--- config.mk ---
export PLATFORM = sky130hd
export DESIGN_NAME = tkws_cell
export DESIGN_NICKNAME = d
export VERILOG_FILES = /design/src/hdl/tkws_pkg.sv /design/src/hdl/tkws_cell.sv
export SDC_FILE = /design/constraint.sdc
export NUM_CORES = 1
export LEC_CHECK = 0
export ABC_AREA = 1
export ABC_CLOCK_PERIOD_IN_PS = 5470
export BUFFER_PORTS_ARGS = -buffer_cell sky130_fd_sc_hd__buf_4
export CORE_MARGIN = 4
export CORE_UTILIZATION = 52
export DETAILED_ROUTE_END_ITERATION = 16
export PLACE_DENSITY = 0.79
export SLEW_MARGIN = 20
export SYNTH_ARGS = -nofsm -noshare
export SYNTH_HDL_FRONTEND = slang
export SYNTH_SLANG_ARGS = --single-unit
--- constraint.sdc ---
create_clock -name clk -period 5.47 [get_ports clk]
set_clock_uncertainty 0.2 [all_clocks]
set_input_delay 0 -clock clk [delete_from_list [all_inputs] [get_ports clk]]
set_output_delay 0 -clock clk [all_outputs]
set_load 0.05 [all_outputs]
--- src/hdl/tkws_pkg.sv ---
`timescale 1ns / 1ps

package tkws_pkg;

	localparam int DEF_LIST_DEPTH = 256;
	localparam int DEF_TAXA       = 64;

	localparam int LIMIT_W  = 9;
	localparam int WEIGHT_W = 32;
	localparam int SET_W    = 64;
	localparam int RANK_W   = 8;
	localparam int OCC_W    = 9;

	localparam logic [LIMIT_W-1:0] LIMIT_RESET = 9'd256;

	localparam logic OP_INSERT = 1'b0;
	localparam logic OP_READ   = 1'b1;

	// control bits that ride along with a beat as it walks the chain
	typedef struct packed {
		logic vld;    // beat present in this slot
		logic op;     // OP_INSERT or OP_READ
		logic fresh;  // carried entry is still the new one (insert)
		logic hit;    // insert: list overflows; read: rank below count
	} ctl_t;

endpackage

--- src/hdl/tkws_cell.sv ---
`timescale 1ns / 1ps

module tkws_cell import tkws_pkg::*; #(
	parameter int IDX  = 0,
	parameter int TAXA = DEF_TAXA,
	parameter int CW   = 9
) (
	input  logic                clk,
	input  logic                arst_n,
	input  ctl_t                ctl_i,
	input  logic [WEIGHT_W-1:0] wt_i,
	input  logic [TAXA-1:0]     set_i,
	input  logic [RANK_W-1:0]   rank_i,
	input  logic [CW-1:0]       cnt_i,
	output ctl_t                ctl_o,
	output logic [WEIGHT_W-1:0] wt_o,
	output logic [TAXA-1:0]     set_o,
	output logic [RANK_W-1:0]   rank_o,
	output logic [CW-1:0]       cnt_o
);

	logic [WEIGHT_W-1:0] wt_q;
	logic [TAXA-1:0]     set_q;
	logic                occupied;
	logic                in_range;
	logic                swap;
	logic                rd_hit;
	ctl_t                ctl_nxt;

	always_comb begin
		occupied = 32'(cnt_i) > 32'(IDX);
		// cells up to the new count take part; an overflowing insert stops one short
		in_range = (32'(cnt_i) + 32'(!ctl_i.hit)) > 32'(IDX);
		// once the new entry has settled, every later cell shifts down regardless of weight
		swap     = ctl_i.vld && (ctl_i.op == OP_INSERT) && in_range
		           && (!occupied || !ctl_i.fresh || (wt_i > wt_q));
		rd_hit   = ctl_i.vld && (ctl_i.op == OP_READ) && ctl_i.hit
		           && (32'(rank_i) == 32'(IDX));
		ctl_nxt       = ctl_i;
		ctl_nxt.fresh = ctl_i.fresh && !swap;
	end

	always_ff @(posedge clk or negedge arst_n) begin
		if (!arst_n) begin
			ctl_o <= '0;
		end else begin
			ctl_o <= ctl_nxt;
		end
	end

	always_ff @(posedge clk) begin
		rank_o <= rank_i;
		cnt_o  <= cnt_i;
		if (swap) begin
			// take the carried entry, push the old one down the chain
			wt_q  <= wt_i;
			set_q <= set_i;
			wt_o  <= wt_q;
			set_o <= set_q;
		end else if (rd_hit) begin
			wt_o  <= wt_q;
			set_o <= set_q;
		end else begin
			wt_o  <= wt_i;
			set_o <= set_i;
		end
	end

endmodule

==> results.txt, run 1 <==
Final core occ = 78.94%
Gr usage total = 25.73%
Maxcap violations = 0
Yosys warns = 0
Post-DR vias/cell = 5.206
Synth Net Count = 993
Synth top area cells = edfxtp_1, dfxtp_1, nand2_1
HPWL after DPL = 13750 um
Final antenna-violating net count = 0
Routed metal-1 wire length = 9352 um
Area share of the largest cell type after synthesis = 33.22%
Register area share after synthesis = 60.45%
Max Used Layer = met4
Crit-path max cell delay = 0.82 ns
Layout cells sized above 1 = 28.55%
# DRC = 0
Core Region = 0.01612 mm^2
Clk sink count = 213
Post-Syn Instances = 840
Post-Syn Area per Cell = 10.33 um^2
Critical Path End Type = flop
CTS root buffer = clkbuf_16
DIE AREA = 0.01882 mm^2
Most common cell after layout, fill and taps aside = nand2_1
Final period util = 69.97%
Area grow syn2layout = 46.60%
Largest net degree at the start of global routing = 97
DR WL/cell = 17.47 um
CP cell instances = dlygate4sd3_1 -> buf_4 -> inv_1 -> ha_1 -> ha_1 -> inv_1 -> nor2_1 -> nor4_2 -> nor3b_4 -> buf_4 -> nand2_4 -> inv_4 -> buf_4
Maximum root-to-sink buffer count = 3
Final WL = 25100 um
Final #Nets = 1355
Worst-margin pin slew = 1.080 ns
CTS tree = built
Yosys cell types = 26
Post-CTS setup buffer count = 0
Die span in x = 137.2 um
Finished Cell Area = 0.01272 mm^2
Crit path buf inv count = 7
CP Max Fanout = 70
Grt total ovfl = 0
Starting DRC count in detailed routing = 495
TritonCTS Buffers = 23
Vias in the first global route = 7472
Yosys reg bits = 213
Clock slew at reported path FFs = 0.06 ns
Metal2 WL = 13100 um
Setup TNS = 0 ns
Initial Utilization = 53.84%
Critical path arrival = 3.79 ns
Pre-Repair DR Iteration Count = 5
Design Power = 4140 uW
Fin. max-slew vios = 0
First-pass GRT wire length = 38380 um
Status = finished clean
Crit Path Category = primary input to flop
Max H-tree Level = 1
Vias = 7481
CP top delay family = buffers and inverters
Peak Freq = 261.3 MHz
Die Y = 137.2 um
Cell taking the most area after synthesis = edfxtp_1
Critical Path Start Type = primary input
Hold slack = 0.007520 ns
# setup viols final = 0
Ports = 236
Placement Cell Area = 0.01058 mm^2
Commonest non-fill, non-tap cells in the layout = nand2_1, buf_4, dlygate4sd3_1, dfxtp_1, nand3_1
Metal3 WL = 1806 um
Antenna violations before repair = 2
Std cell rows = 46
Tmin final = 3.828 ns
Power Density = 325.4 mW/mm^2
Post-CTS Resized = 0
Worst min path class = primary input to flop
Hold Violations, Final = 0
Leak pwr = 0.005942 uW
RSZ-0062 raised after global routing = no
Buffers on Ports = 235
Slowest CP cell = inv_4
Most used cell along the critical path = buf_4
Worst EP required = 5.43 ns
VDD IR-drop max = 266.2 uV
Slew margin rel. = 28.02%
Final Wtd Congestion = 0.8033
Worst skew pair latency = 0.49 ns
Synthesized cell area = 0.008677 mm^2
## stage by stage
stage	instances	setup WS [ns]
4_1_cts	1435	1.742
5_1_grt	1437	1.338
3_3_place_gp	1255	1.867
6_report	1437	1.642
2_1_floorplan	840	1.432
3_5_place_dp	1255	1.805
## power breakdown
part,leakage (uW),internal [uW],switching (uW),total (uW)
sequential,0.00189,1770,41.0,1820
clock,0.000376,930,617,1550
combinational,0.00368,287,490,777
## cell usage after synthesis (all sizes together)
| master | instances |
|---|---|
| clkbuf | 8 |
| edfxtp | 96 |
| ha | 34 |
| a21oi | 14 |
| dfxtp | 113 |
| nor3 | 3 |
| nor3b | 1 |
| a21o | 1 |
| mux2 | 65 |
| nand2 | 267 |
| a21boi | 1 |
| nand4 | 2 |
| o21a | 2 |
| a41oi | 1 |
| inv | 43 |
| nor4 | 2 |
| o21ai | 33 |
| dfrtp | 4 |
| buf | 35 |
| nor2 | 17 |
| nand3 | 98 |
## final cells by class
type | instances | area [um^2]
antenna | 2 | 5.005
inverter | 43 | 163.9
multi-input combinational | 541 | 3080
clock buffer | 32 | 650.6
clock inverter | 10 | 107.6
tap | 216 | 270.3
fill | 939 | 3395
timing repair buffer | 380 | 3198
sequential | 213 | 5245
## per-layer routing
metal  track usage, %  vias to the layer above
li1                 -                     3561
met1            31.08                     3537
met2            46.43                      321
met3            4.310                       62
met4            8.869                        0
met5                0                        -
## state kept, by name (all words and copies together) (netlist names)
signal and flops:
ctl_o 4, wt_o 32, set_o 64, wt_q 32
cnt_o 9, set_q 64, rank_o 8
## logic make-up (layout without fill, tap and decap cells)
group	Yosys count	count (layout)	share of synthesized area [%]
AND/OR/NAND/NOR	390	390	18.75
flip-flops	213	213	60.45
buffers and inverters	86	465	4.311
multiplexers	65	65	8.435
AO/OA/AOI/OAI	52	52	3.158
adder cells (fa/ha/maj)	34	34	4.903
other	0	2	0
## repair_timing
| item | 4_1_cts | 5_1_grt |
|---|---|---|
| hold buffers | 138 | 0 |
| endpoints found under the setup margin | 0 | 0 |
| hold endpoints to repair | 217 | 0 |
## worst paths after layout
kind,start,end,slack (ns),depth (start not counted)
max in group asynchronous,arst_n,ctl_o[0],4.66,3
min reg2reg,set_q[33],set_o[33],0.29,2
min in group asynchronous,arst_n,ctl_o[3],0.24,3
max reg2reg,wt_q[31],set_q[63],1.79,13
max,ctl_i[0],set_q[63],1.64,13
min,ctl_i[2],ctl_o[2],0.008,2
(Power assumes the default switching activity.)
==> run 2, diff against run 1 <==
--- a/config.mk
+++ b/config.mk
@@ -6,7 +6,7 @@
 export NUM_CORES = 1
 export LEC_CHECK = 0
 export ABC_AREA = 1
-export ABC_CLOCK_PERIOD_IN_PS = 5470
+export ABC_CLOCK_PERIOD_IN_PS = 3830
 export BUFFER_PORTS_ARGS = -buffer_cell sky130_fd_sc_hd__buf_4
 export CORE_MARGIN = 4
 export CORE_UTILIZATION = 52
==> constraint.sdc (replaced) <==
create_clock -name clk -period 3.83 [get_ports clk]
set_clock_uncertainty 0.2 [all_clocks]
set_input_delay 0 -clock clk [delete_from_list [all_inputs] [get_ports clk]]
set_output_delay 0 -clock clk [all_outputs]
set_load 0.05 [all_outputs]
==> results.txt, run 2 (synthesis gave the netlist of run 1 again) <==
Peak Freq = 312.5 MHz
# setup viols final = 0
Commonest non-fill, non-tap cells in the layout = nand2_1, buf_4, dlygate4sd3_1, dfxtp_1, nand3_1
Maxcap violations = 0
Final antenna-violating net count = 0
Met1 Use GR = 31.65%
Crit Path Category = flop to flop
Initial Utilization = 53.84%
CP Max Fanout = 65
Slew margin rel. = 26.90%
Dpl cells = 1255
Die span in x = 137.2 um
Worst min path class = primary input to flop
Worst reg-to-reg path cell count = 16
Final WL = 25390 um
Area grow syn2layout = 46.14%
Power Density = 456.5 mW/mm^2
First-pass GRT wire length = 39330 um
Die Y = 137.2 um
Core Region = 0.01612 mm^2
Final #Nets = 1356
Vias in the first global route = 7667
Status = finished clean
Fin. max-slew vios = 0
Critical Path Start Type = flop
Setup TNS = 0 ns
Worst skew pair latency = 0.50 ns
Worst-margin pin slew = 1.097 ns
Vias = 7463
Worst Hold Launch = set_i[60]
Reg2Reg Capture Point = set_o[32]
Biggest regs = set_o x64, set_q x64
Starting DRC count in detailed routing = 380
# DRC = 0
Largest net degree at the start of global routing = 97
Pre-Repair DR Iteration Count = 5
Worst EP required = 4.06 ns
Tmin final = 3.200 ns
Hold Path Sink = set_q[60]
CTS tree = built
Clk sink count = 213
Final period util = 83.55%
Finished Layout Cells = 1435
Antenna violations before repair = 1
DIE AREA = 0.01882 mm^2
CTS root buffer = clkbuf_16
Clock slew at reported path FFs = 0.06 ns
VDD IR-drop max = 384.9 uV
Critical Path End Type = flop
Grt total ovfl = 0
Hold Path Depth = 2
Critical R2R Launch = wt_q[9]
Gr usage total = 26.54%
GR Util met2 = 47.96%
GR Util met3 = 4.602%
Leak pwr = 0.005912 uW
RSZ-0062 raised after global routing = no
Maximum root-to-sink buffer count = 3
TritonCTS Buffers = 23
HPWL after DPL = 13880 um
Ports = 236
Max H-tree Level = 1
Std cell rows = 46
Post-DR vias/cell = 5.201
Layout cells sized above 1 = 28.33%
Critical path arrival = 3.43 ns
Gr busiest metal = met2
Hold Violations, Final = 0
Buffers on Ports = 235
Final Wtd Congestion = 0.7829
Reg-to-reg slack, setup = 0.63 ns
Most common cell after layout, fill and taps aside = nand2_1
DR WL/cell = 17.69 um
run 2: cell count changes in the layout (fill, tap and decap cells not counted), sizes merged:
cell | before | now
clkinv | 5 | 7
diode | 2 | 1
dlygate4sd3 | 138 | 139
clkinvlp | 0 | 1
inv | 46 | 42
bufinv | 2 | 1
run 2: metrics by stage:
stage          util, %  power, uW  hold slack (ns)  cell area (um^2)  setup WS [ns]
2_1_floorplan        -       3245          -0.4956              8681         0.3088
3_5_place_dp     65.71       3609          -0.4013             10590         0.8583
3_3_place_gp     65.71       3595          -0.4018             10590         0.8949
5_1_grt          78.69       5994          0.02896             12680         0.4589
4_1_cts          78.67       5781          0.01206             12680         0.8265
6_report         78.69       5789          0.03555             12680         0.6301
run 2: report_power, final:
group	leakage [uW]	internal [uW]	switching (uW)
logic	0.00368	413	701
registers	0.00189	2530	59.3
clock network	0.000345	1210	869
run 2: repair_timing:
action | 4_1_cts | 5_1_grt
hold buffers | 139 | 0
endpoints found under the setup margin | 0 | 0
setup buffers | 0 | 0
endpoints found under the hold margin | 217 | 0
resized for setup | 0 | 0
run 2: critical path, cell delays in order (launching register included):
cell	delay [ns]
edfxtp_1	0.40
inv_1	0.10
ha_1	0.27
nand2_1	0.09
nand2_1	0.07
nand3_1	0.08
nand2_1	0.06
a21oi_1	0.17
nand2_1	0.07
nand2_1	0.05
nand2_1	0.04
nand2_1	0.09
nand2_4	0.06
nand2_4	0.33
buf_4	0.65
nand2_1	0.15
nand2_1	0.15
run 2: final cells by class:
class,count,area (um^2)
Antenna cell,1,2.502
Clock buffer,32,629.4
Clock inverter,8,67.56
Fill cell,1008,3435
Inverter,43,165.2
Multi-Input combinational cell,541,3080
Sequential cell,213,5245
Tap cell,216,270.3
Timing Repair Buffer,381,3221
run 2: how the worst max path moves through the flow:
stage                         from   endpoint  slack, ns  depth (start not counted)
after CTS                 wt_q[11]  set_o[32]       0.83                         14
after detailed placement  wt_q[23]   set_q[6]       0.86                         13
final                      wt_q[9]  set_o[32]       0.63                         16
after global routing      wt_q[23]  set_o[32]       0.46                         13
after global placement    wt_q[23]   set_q[6]       0.89                         13
after floorplan            wt_q[7]   set_q[0]       0.31                         14
run 2: per-layer routing:
layer | routed length, um | vias to the layer above
met5 | 0 | -
met4 | 963 | 0
met3 | 1578 | 66
met2 | 13060 | 301
met1 | 9781 | 3539
li1 | - | 3557
==> run 3, diff against run 2 <==
--- a/config.mk
+++ b/config.mk
@@ -6,12 +6,12 @@
 export NUM_CORES = 1
 export LEC_CHECK = 0
 export ABC_AREA = 1
-export ABC_CLOCK_PERIOD_IN_PS = 3830
+export ABC_CLOCK_PERIOD_IN_PS = 2800
 export BUFFER_PORTS_ARGS = -buffer_cell sky130_fd_sc_hd__buf_4
 export CORE_MARGIN = 4
-export CORE_UTILIZATION = 52
+export CORE_UTILIZATION = 47
 export DETAILED_ROUTE_END_ITERATION = 16
-export PLACE_DENSITY = 0.79
+export PLACE_DENSITY = 0.76
 export SLEW_MARGIN = 20
 export SYNTH_ARGS = -nofsm -noshare
 export SYNTH_HDL_FRONTEND = slang
==> constraint.sdc (replaced) <==
create_clock -name clk -period 2.8 [get_ports clk]
set_clock_uncertainty 0.2 [all_clocks]
set_input_delay 0 -clock clk [delete_from_list [all_inputs] [get_ports clk]]
set_output_delay 0 -clock clk [all_outputs]
set_load 0.05 [all_outputs]
==> results.txt, run 3 (synthesis gave the netlist of run 1 again) <==
Worst reg-to-reg path cell count = 15
CTS tree = built
Area grow syn2layout = 47.93%
Vias = 7388
Initial Utilization = 47.98%
CTS root buffer = clkbuf_16
Final Wtd Congestion = 0.7968
First-pass GRT wire length = 37690 um
Clock slew at reported path FFs = 0.07 ns
Dpl cells = 1271
Met1 Use GR = 26.63%
Maximum root-to-sink buffer count = 3
Finished Layout Cells = 1456
Most common cell after layout, fill and taps aside = nand2_1
Clk sink count = 213
Commonest non-fill, non-tap cells in the layout = nand2_1, buf_4, dlygate4sd3_1, dfxtp_1, nand3_1
GR Util met2 = 40.27%
Pre-Repair DR Iteration Count = 5
Worst EP required = 2.77 ns
Ports = 236
RSZ-0062 raised after global routing = no
Gr usage total = 22.69%
Final period util = 90.42%
Final WL = 24660 um
Starting DRC count in detailed routing = 389
Antenna violations before repair = 4
Final antenna-violating net count = 0
Hold Path Depth = 2
Biggest regs = set_o x64, set_q x64
Critical path arrival = 2.51 ns
Vias in the first global route = 7507
Multi-input logic area = 0.003080 mm^2
Hold Violations, Final = 0
Pre-CTS setup slack = 0.2760 ns
Peak Freq = 395.0 MHz
Hold Buf Count CTS = 139
Core Region = 0.01809 mm^2
Std cell rows = 49
Die span in x = 143.9 um
Post-CTS setup buffer count = 0
Fin worst setup slack = 0.2683 ns
Power Density = 621.6 mW/mm^2
Seq. cell area = 0.005245 mm^2
Gr busiest metal = met2
TritonCTS Buffers = 23
Fin. max-slew vios = 0
Critical Path Start Type = flop
# DRC = 0
Setup TNS = 0 ns
Layout cells sized above 1 = 28.78%
CP Max Fanout = 21
Buffers on Ports = 235
DR WL/cell = 16.93 um
Leak pwr = 0.005974 uW
Die Y = 143.9 um
Maxcap violations = 0
DIE AREA = 0.02070 mm^2
Final #Nets = 1359
Post-CTS Resized = 0
Grt total ovfl = 0
Tmin final = 2.532 ns
# setup viols final = 0
Crit Path Category = flop to flop
Worst min path class = primary input to flop
HPWL after DPL = 14010 um
Worst-margin pin slew = 0.5177 ns
Largest net degree at the start of global routing = 97
Max H-tree Level = 1
Post-DR vias/cell = 5.074
Design Power = 7980 uW
Critical Path End Type = flop
Status = finished clean
GR Util met3 = 4.459%
Fillcell total = 1220
VDD IR-drop max = 471.8 uV
Slew margin rel. = 65.17%
Final core occ = 70.97%
Worst skew pair latency = 0.51 ns
==> run 3: changes by cell type in the layout (fill, tap and decap cells not counted), moves of 2 or more <==
| cell | before | now |
|---|---|---|
| clkbuf_8 | 2 | 7 |
| buf_12 | 1 | 7 |
| clkbuf_1 | 7 | 5 |
| buf_4 | 241 | 238 |
| diode_2 | 1 | 4 |
==> run 3: path summary, 6_finish.rpt <==
path	from	endpoint	slack, ns
max	wt_q[11]	set_q[21]	0.27
min	set_i[2]	set_q[2]	0.03
max reg2reg	wt_q[11]	set_q[21]	0.27
min reg2reg	set_q[22]	set_o[22]	0.30
max in group asynchronous	arst_n	ctl_o[3]	1.95
min in group asynchronous	arst_n	ctl_o[0]	0.25
==> run 3: layout make-up <==
type                       instances  share of cell area, %
clock buffer                      35                  5.381
timing repair buffer             384                  25.85
multi-input combinational        541                  24.00
clock inverter                     7                 0.3119
inverter                          43                  1.287
sequential                       213                  40.86
tap                              229                  2.232
antenna                            4                0.07798
==> run 3: metal layers <==
metal	share of wire [%]	up-vias
li1	-	3563
met1	39	3487
met2	51	262
met3	6.3	76
met4	4.3	0
met5	0	-
==> run 3: metrics by stage <==
stage / area, um^2 / hold WS [ns]
after floorplan: 8686 / -0.4956
after global placement: 10700 / -0.4015
after detailed placement: 10700 / -0.4017
after CTS: 12830 / 0.006353
after global routing: 12840 / 0.01293
final: 12840 / 0.02561
==> run 3: critical path, stage by stage, from the launching register on <==
cell and delay, ns:
edfxtp_1 0.36, inv_1 0.07, ha_1 0.33, nand2_1 0.07, nor2_1 0.13, nand2_1 0.09, inv_1 0.06, nand2_1 0.05
nand2_1 0.05, nand2_1 0.04, nand2_1 0.05, nand2_1 0.08, nand2_4 0.09, nand2_4 0.08, clkinvlp_4 0.14, buf_4 0.31
==> run 3: power by group <==
group          internal, uW  switching [uW]  leakage, uW
Sequential             3470            79.2      0.00189
Clock                  1700            1210     0.000362
Combinational           576             951      0.00372
Total                  5740            2240      0.00597
